### src/envfc_pkg.sv
package envfc_pkg;

    // Width of the saturating byte counter and of the length fields.
    localparam int COUNT_WIDTH   = 48;
    localparam int LENGTH_WIDTH  = 48;
    localparam int VERSION_WIDTH = 16;
    localparam int SUM_WIDTH     = 64;
    localparam int CFG_IDX_WIDTH = 4;
    localparam int CFG_DATA_WIDTH = 48;

    localparam logic [COUNT_WIDTH-1:0] HDR_LEN   = COUNT_WIDTH'(24);
    localparam logic [COUNT_WIDTH-1:0] COUNT_MAX = {COUNT_WIDTH{1'b1}};

    localparam logic [SUM_WIDTH-1:0] FNV_BASIS = 64'hCBF2_9CE4_8422_2325;

    localparam logic [LENGTH_WIDTH-1:0]  MAX_BYTES_RESET = 48'd16777216;
    localparam logic [VERSION_WIDTH-1:0] VERSION_RESET   = 16'd1;

    // Configuration register indexes.
    localparam logic [CFG_IDX_WIDTH-1:0] CFG_MAX_BYTES        = 4'd0;
    localparam logic [CFG_IDX_WIDTH-1:0] CFG_PROTOCOL_VERSION = 4'd1;

    // Result status codes.
    typedef enum logic [2:0] {
        ST_OK        = 3'd0,
        ST_LIMIT     = 3'd1,
        ST_TRUNCATED = 3'd2,
        ST_MAGIC     = 3'd3,
        ST_VERSION   = 3'd4,
        ST_INVALID   = 3'd5,
        ST_TRAILING  = 3'd6,
        ST_CHECKSUM  = 3'd7
    } status_t;

    // Everything the status decision needs once the last byte has been folded in.
    typedef struct packed {
        logic [COUNT_WIDTH-1:0]   len;
        logic [LENGTH_WIDTH-1:0]  avail;
        logic                     magic_ok;
        logic [VERSION_WIDTH-1:0] version_word;
        logic                     reserved_nz;
        logic [SUM_WIDTH-1:0]     declared_length;
        logic [SUM_WIDTH-1:0]     expected_sum;
        logic [SUM_WIDTH-1:0]     hash;
    } envfc_snap_t;

    // Expected magic byte at header positions zero to three.
    function automatic logic [7:0] magic_byte(input logic [1:0] idx);
        logic [7:0] b;
        case (idx)
            2'd0:    b = 8'h53;
            2'd1:    b = 8'h57;
            2'd2:    b = 8'h4D;
            default: b = 8'h46;
        endcase
        return b;
    endfunction

    // One FNV-1a step. The prime is 2^40 + 2^8 + 0xB3, so the product is a
    // sum of shifted copies of the mixed value, taken modulo 2^64.
    function automatic logic [SUM_WIDTH-1:0] fnv_step(input logic [SUM_WIDTH-1:0] h,
                                                      input logic [7:0] b);
        logic [SUM_WIDTH-1:0] x;
        x = h ^ {56'd0, b};
        return x + (x << 1) + (x << 4) + (x << 5) + (x << 7) + (x << 8) + (x << 40);
    endfunction

endpackage

### src/envfc_parser.sv
module envfc_parser (
    input  logic                     aclk,
    input  logic                     aresetn,
    input  logic                     step,
    input  logic [7:0]               data_byte,
    input  logic                     last,
    output envfc_pkg::envfc_snap_t   snap
);
    import envfc_pkg::*;

    logic [COUNT_WIDTH-1:0]   count_reg, count_next;
    logic                     magic_reg, magic_next;
    logic [VERSION_WIDTH-1:0] version_reg, version_next;
    logic [VERSION_WIDTH-1:0] reserved_reg, reserved_next;
    logic [SUM_WIDTH-1:0]     declared_reg, declared_next;
    logic [SUM_WIDTH-1:0]     expected_reg, expected_next;
    logic [SUM_WIDTH-1:0]     hash_reg, hash_next;
    logic [4:0]               lane;
    logic                     in_header;

    assign lane      = count_reg[4:0];
    assign in_header = (count_reg < HDR_LEN);

    // Route the byte into its header field, or fold it into the hash.
    always_comb begin
        magic_next    = magic_reg;
        version_next  = version_reg;
        reserved_next = reserved_reg;
        declared_next = declared_reg;
        expected_next = expected_reg;
        hash_next     = hash_reg;
        if (in_header) begin
            case (lane) inside
                [5'd0:5'd3]: begin
                    if (data_byte != magic_byte(lane[1:0])) begin
                        magic_next = 1'b0;
                    end
                end
                [5'd4:5'd5]:   version_next[{lane[0], 3'b000} +: 8] = data_byte;
                [5'd6:5'd7]:   reserved_next[{lane[0], 3'b000} +: 8] = data_byte;
                [5'd8:5'd15]:  declared_next[{lane[2:0], 3'b000} +: 8] = data_byte;
                default:       expected_next[{lane[2:0], 3'b000} +: 8] = data_byte;
            endcase
        end else begin
            hash_next = fnv_step(hash_reg, data_byte);
        end
    end

    // The counter stops at all ones.
    assign count_next = (count_reg == COUNT_MAX) ? count_reg : count_reg + COUNT_WIDTH'(1);

    // Values seen by the status decision when this byte is the last one.
    always_comb begin
        snap.len             = count_next;
        snap.avail           = (count_next >= HDR_LEN) ?
                               LENGTH_WIDTH'(count_next - HDR_LEN) : '0;
        snap.magic_ok        = magic_next;
        snap.version_word    = version_next;
        snap.reserved_nz     = (reserved_next != '0);
        snap.declared_length = declared_next;
        snap.expected_sum    = expected_next;
        snap.hash            = hash_next;
    end

    // Stream state; the last byte of a buffer returns it to its start values.
    always_ff @(posedge aclk) begin
        if (!aresetn || (step && last)) begin
            count_reg    <= '0;
            magic_reg    <= 1'b1;
            version_reg  <= '0;
            reserved_reg <= '0;
            declared_reg <= '0;
            expected_reg <= '0;
            hash_reg     <= FNV_BASIS;
        end else if (step) begin
            count_reg    <= count_next;
            magic_reg    <= magic_next;
            version_reg  <= version_next;
            reserved_reg <= reserved_next;
            declared_reg <= declared_next;
            expected_reg <= expected_next;
            hash_reg     <= hash_next;
        end
    end

endmodule

### src/envelope_fnv1a_frame_checker_top.sv
// Channel   Direction  Handshake           Payload
// s_        in         s_valid / s_ready   s_data_byte[7:0], s_last
// m_        out        m_valid / m_ready   m_status[2:0], m_payload_length[47:0]
// cfg_      in         cfg_valid/cfg_ready cfg_index[3:0], cfg_data[47:0]
//
// One byte is taken every cycle while no last byte is held back; the hash update of
// the byte in the input register is the longest path. A status passes from the
// input register, where its last byte is taken, through the snapshot register
// to the status register.
// Reset (aresetn low, synchronous) clears the stream and restores the registers.
// A stalled status output holds back only last bytes; other bytes keep flowing.
module envelope_fnv1a_frame_checker_top (
    input  logic                                  aclk,
    input  logic                                  aresetn,
    input  logic                                  s_valid,
    output logic                                  s_ready,
    input  logic [7:0]                            s_data_byte,
    input  logic                                  s_last,
    output logic                                  m_valid,
    input  logic                                  m_ready,
    output logic [2:0]                            m_status,
    output logic [envfc_pkg::LENGTH_WIDTH-1:0]    m_payload_length,
    input  logic                                  cfg_valid,
    output logic                                  cfg_ready,
    input  logic [envfc_pkg::CFG_IDX_WIDTH-1:0]   cfg_index,
    input  logic [envfc_pkg::CFG_DATA_WIDTH-1:0]  cfg_data
);
    import envfc_pkg::*;

    logic [LENGTH_WIDTH-1:0]  max_bytes_reg;
    logic [VERSION_WIDTH-1:0] version_cfg_reg;

    logic       in_valid_reg;
    logic [7:0] in_data_reg;
    logic       in_last_reg;

    logic        snap_valid_reg;
    envfc_snap_t snap_reg;
    envfc_snap_t snap_next;

    logic                    out_valid_reg;
    status_t                 status_reg, status_next;
    logic [LENGTH_WIDTH-1:0] length_reg;

    logic out_free, snap_move, snap_free, step;

    // Configuration writes are always taken.
    assign cfg_ready = 1'b1;

    always_ff @(posedge aclk) begin
        if (!aresetn) begin
            max_bytes_reg   <= MAX_BYTES_RESET;
            version_cfg_reg <= VERSION_RESET;
        end else if (cfg_valid) begin
            if (cfg_index == CFG_MAX_BYTES) begin
                max_bytes_reg <= cfg_data[LENGTH_WIDTH-1:0];
            end else if (cfg_index == CFG_PROTOCOL_VERSION) begin
                version_cfg_reg <= cfg_data[VERSION_WIDTH-1:0];
            end
        end
    end

    // Flow control between the three stages.
    assign out_free  = !out_valid_reg || m_ready;
    assign snap_move = snap_valid_reg && out_free;
    assign snap_free = !snap_valid_reg || snap_move;
    assign step      = in_valid_reg && (!in_last_reg || snap_free);
    assign s_ready   = !in_valid_reg || step;

    // Input register.
    always_ff @(posedge aclk) begin
        if (!aresetn) begin
            in_valid_reg <= 1'b0;
        end else if (s_valid && s_ready) begin
            in_valid_reg <= 1'b1;
        end else if (step) begin
            in_valid_reg <= 1'b0;
        end
    end

    always_ff @(posedge aclk) begin
        if (s_valid && s_ready) begin
            in_data_reg <= s_data_byte;
            in_last_reg <= s_last;
        end
    end

    envfc_parser u_parser (
        .aclk      (aclk),
        .aresetn   (aresetn),
        .step      (step),
        .data_byte (in_data_reg),
        .last      (in_last_reg),
        .snap      (snap_next)
    );

    // Snapshot of the finished buffer.
    always_ff @(posedge aclk) begin
        if (!aresetn) begin
            snap_valid_reg <= 1'b0;
        end else if (step && in_last_reg) begin
            snap_valid_reg <= 1'b1;
        end else if (snap_move) begin
            snap_valid_reg <= 1'b0;
        end
    end

    always_ff @(posedge aclk) begin
        if (step && in_last_reg) begin
            snap_reg <= snap_next;
        end
    end

    // Ordered checks; the first one that fails sets the status.
    always_comb begin
        if ((max_bytes_reg < HDR_LEN) || (snap_reg.len > max_bytes_reg) ||
            (snap_reg.len == COUNT_MAX)) begin
            status_next = ST_LIMIT;
        end else if (snap_reg.len < HDR_LEN) begin
            status_next = ST_TRUNCATED;
        end else if (!snap_reg.magic_ok) begin
            status_next = ST_MAGIC;
        end else if (snap_reg.version_word != version_cfg_reg) begin
            status_next = ST_VERSION;
        end else if (snap_reg.reserved_nz) begin
            status_next = ST_INVALID;
        end else if (snap_reg.declared_length > SUM_WIDTH'(snap_reg.avail)) begin
            status_next = ST_TRUNCATED;
        end else if (snap_reg.declared_length < SUM_WIDTH'(snap_reg.avail)) begin
            status_next = ST_TRAILING;
        end else if (snap_reg.hash != snap_reg.expected_sum) begin
            status_next = ST_CHECKSUM;
        end else begin
            status_next = ST_OK;
        end
    end

    // Result register.
    always_ff @(posedge aclk) begin
        if (!aresetn) begin
            out_valid_reg <= 1'b0;
        end else if (snap_move) begin
            out_valid_reg <= 1'b1;
        end else if (m_ready) begin
            out_valid_reg <= 1'b0;
        end
    end

    always_ff @(posedge aclk) begin
        if (snap_move) begin
            status_reg <= status_next;
            length_reg <= snap_reg.avail;
        end
    end

    assign m_valid          = out_valid_reg;
    assign m_status         = status_reg;
    assign m_payload_length = length_reg;

endmodule

### config.mk
export PLATFORM = sky130hd
export DESIGN_NAME = envelope_fnv1a_frame_checker_top
export DESIGN_NICKNAME = d
export VERILOG_FILES = /design/src/envfc_pkg.sv /design/src/envfc_parser.sv /design/src/envelope_fnv1a_frame_checker_top.sv
export SDC_FILE = /design/constraint.sdc
export NUM_CORES = 2
export LEC_CHECK = 0
export ABC_AREA = 0
export BUFFER_PORTS_ARGS = -buffer_cell sky130_fd_sc_hd__buf_4
export CAP_MARGIN = 10
export CELL_PAD_IN_SITES_DETAIL_PLACEMENT = 1
export CELL_PAD_IN_SITES_GLOBAL_PLACEMENT = 1
export CORE_UTILIZATION = 45
export DETAILED_ROUTE_END_ITERATION = 12
export PLACE_DENSITY_LB_ADDON = 0.1
export SYNTH_ARGS = -nofsm -noshare
export SYNTH_HDL_FRONTEND = slang
export SYNTH_SLANG_ARGS = --single-unit
### constraint.sdc
create_clock -name aclk -period 12.3 [get_ports aclk]
set_input_delay 0.615 -clock aclk [delete_from_list [all_inputs] [get_ports aclk]]
set_output_delay 0.615 -clock aclk [all_outputs]
set_load 0.02 [all_outputs]
==> run_results.csv <==
group,metric,value,unit
status,status,"finished, final reports clean",
setup_path,timing.rr.start,"in_data_reg[5]",
cells_and_area,stdcell_area,48200,um2
sta,relSlewSlack,0.0819,
setup_path,required,12680,ps
die,die_h,312,um
setup_path,cp_cell_sequence,"xnor2_1, clkinv_1, fa_1, fa_1, inv_1, fa_1, inv_1, ha_1, ha_1, o211ai_1, a21oi_1, o311a_1, o21ai_0, o211ai_1, a21oi_1, o21ai_0, a41oi_1, xor2_1, o21ai_0",
grt,grt_pass1_vias,34117,
clock_tree,post_cts.resized_instances,0,
sta,setup_viol,0,
clock_tree,cts-root-buf,"clkbuf_16",
routing,dr.pass1.iters,5,
setup_path,crit_slowest_cell,"o21ai_0",
cells_and_area,area_growth,11.3,%
setup_path,worstSetupPathDepth,19,
grt,use_met3,0.0532,
sta,hold_violations,0,
yosys,synth_async_sr_flop_share,0,
die,start_util,0.455,
clock_tree,cts_tree,"yes",
grt,grt_overflow,0,
grt,use_met1,0.476,
yosys,synth-seq-cells,706,
grt,grt_pass1_wl,234,mm
routing,viasPerCell,5.82,
setup_path,path_buf_inv,3,
clock_tree,numCtsBuffers,81,
setup_path,crit_family,"compound AO/OA/AOI/OAI gates",
setup_path,crit_arrival,7200,ps
clock_tree,cts.sinks,706,
yosys,synth-edff-count,366,
grt,grt_util_met2,0.482,
setup_path,cp-end-kind,"flop",
run,max-cap-violations,0,
setup_path,cp-startpoint,"in_data_reg[5]",
yosys,yosysSeqAreaShare,0.411,
routing,drc,0,
routing,drtIter0Drc,3284,
grt,busiest_layer,"met2",
setup_path,r2r_end,"snap_reg[57]",
cells_and_area,drive_above_1_share,0.0936,
place,hpwl,123,mm
cells_and_area,largest_reg_flops,306,
routing,drt_wl_total,160,mm
cells_and_area,multi_input_area,22900,um2
die,dieArea,97600,um2
sta,tns,0,ps
cells_and_area,fill_cells,10727,
setup_path,start_kind,"flop",
die,core-area,95200,um2
cells_and_area,seq_area,17800,um2
die,fp.dieW,312,um
sta,fmaxAchievable,147,MHz
clock_tree,hold_buffers,0,
routing,avgRoutedWirePerCell,27.2,um
sta,drv_slew,0,
yosys,ys.flop_type,"edfxtp_1",
setup_path,crit_end,"snap_reg[57]",
cells_and_area,nNetsFinal,5067,
setup_path,r2r_slack,5480,ps
sta,worstMarginPinSlew,1360,ps
hold_path,min_path_type,"in -> reg",
yosys,synth_area_per_cell,9.62,um2
setup_path,worst-setup-path-type,"reg -> reg",
yosys,synthDistinctLibCells,90,
place,gp_congestion,0.984,
grt,grt_antenna_before_repair,18,
place,placed_cell_area,45400,um2
place,portBuffers,118,
die,rows,113,
routing,num_vias,34233,
clock_tree,cts.path.max_buffers,3,
sta,whs,133,ps
clock_tree,clk_latency,680,ps
yosys,synth_nets,5024,
sta,rsz0062_at_grt,"no",
clock_tree,cts_setup_buffers,0,
yosys,yosysWarnings,0,
routing,ant_nets,0,
grt,grt_usage,0.328,
yosys,syn_inst,4506,
setup_path,worstPathMaxFanout,7,
die,ioPinCount,120,
sta,min_period,6820,ps
clock_tree,clkSlewWorstSetupHoldPaths,60,ps
setup_path,slowest_delay,760,ps
clock_tree,htreeDepth,3,
sta,period_share,0.554,
setup_path,r2r_cells,19,
grt,grt_max_degree,167,
sta,finalClockSkew,30.7,ps
yosys,syn_area,43300,um2
[worst min path at each step]
| stage | depth (start not counted) | slack [ps] | endpoint | startpoint |
|---|---|---|---|---|
| 3_3_place_gp | 0 | 440 | m_payload_length[41] | snap_reg[251] |
| 3_5_place_dp | 2 | 450 | u_parser.declared_reg[51] | u_parser.declared_reg[51] |
| 6_report | 1 | 130 | in_data_reg[7] | s_data_byte[7] |
| 5_1_grt | 1 | 110 | in_data_reg[7] | s_data_byte[7] |
| 4_1_cts | 1 | 100 | in_data_reg[7] | s_data_byte[7] |
| 2_1_floorplan | 0 | 430 | m_payload_length[10] | snap_reg[220] |
[area by class of cell]
cell class / instances / area share
multi-input cells: 3094 / 0.474
flip-flops and latches: 706 / 0.369
clock buffers: 105 / 0.0466
inverters: 502 / 0.0391
diodes: 3 / 0.000156
repair buffers: 164 / 0.0258
well taps: 1265 / 0.0328
clock inverters: 46 / 0.0126
[through the flow]
step	util	cells	setup slack (ps)
global placement	0.477	5730	5800
global route	0.507	5883	5200
CTS	0.507	5881	5580
detailed placement	0.477	5730	5600
finish	0.507	5885	5480
floorplan	-	4506	2860
[worst register-to-register path: stages (launching register included)]
cell and delay [ps]:
edfxtp_1 420, xnor2_1 540, clkinv_1 520, fa_1 590
fa_1 510, inv_1 60, fa_1 530, inv_1 40
ha_1 280, ha_1 380, o211ai_1 120, a21oi_1 190
o311a_1 310, o21ai_0 120, o211ai_1 390, a21oi_1 230
o21ai_0 760, a41oi_1 230, xor2_1 230, o21ai_0 110
[cells by family after synthesis]
kind of cell             count (synthesis)  share of synthesized area
AO/OA/AOI/OAI                          756                      0.106
XOR/XNOR                               274                     0.0554
adder cells (fa/ha/maj)                457                      0.173
buffers and inverters                  706                     0.0630
flip-flops                             706                      0.411
multiplexers                           116                     0.0289
other                                    1                  0.0000865
AND/OR/NAND/NOR                       1490                      0.163
[synthesized netlist by cell type (all sizes together), types with 102 or more instances]
cell    number  area share
fa         240        0.11
edfxtp     366        0.25
nand3      106       0.013
clkbuf     176       0.015
xnor2      172       0.035
xor2       102       0.021
nand2      446       0.039
inv        501       0.043
nor2       474       0.042
ha         212       0.061
dfxtp      340        0.16
o21ai      215       0.025
a21oi      246       0.028
nand4      103       0.016
[placed cells by master, fill, tap and decap left out, types with 19 or more instances in the layout]
cell type	n
or3_1	25
a21oi_1	246
and2_1	25
o21ai_0	212
nand4_1	100
a21o_1	59
edfxtp_1	366
o21a_1	19
nor2b_1	35
nor2_1	455
nor3_1	89
buf_4	162
nor4_1	68
ha_1	212
clkbuf_16	82
and3_1	26
nand2_1	445
xnor2_1	172
a211oi_1	28
o211ai_1	34
dfxtp_1	340
mux2i_1	43
inv_1	501
fa_1	240
xor2_1	102
mux2_2	73
a21boi_0	52
nand3_1	105
[layer usage]
layer / routed length [um] / part of all wire / up-vias
met3: 12000 / 0.075 / 252
met2: 68000 / 0.43 / 1159
met4: 7770 / 0.049 / 4
met1: 72300 / 0.45 / 17402
li1: - / - / 15416
met5: 27 / 0.00017 / -
Power is not shown: default switching activity piles up to over one toggle a cycle in this logic, so the estimate is an artifact.
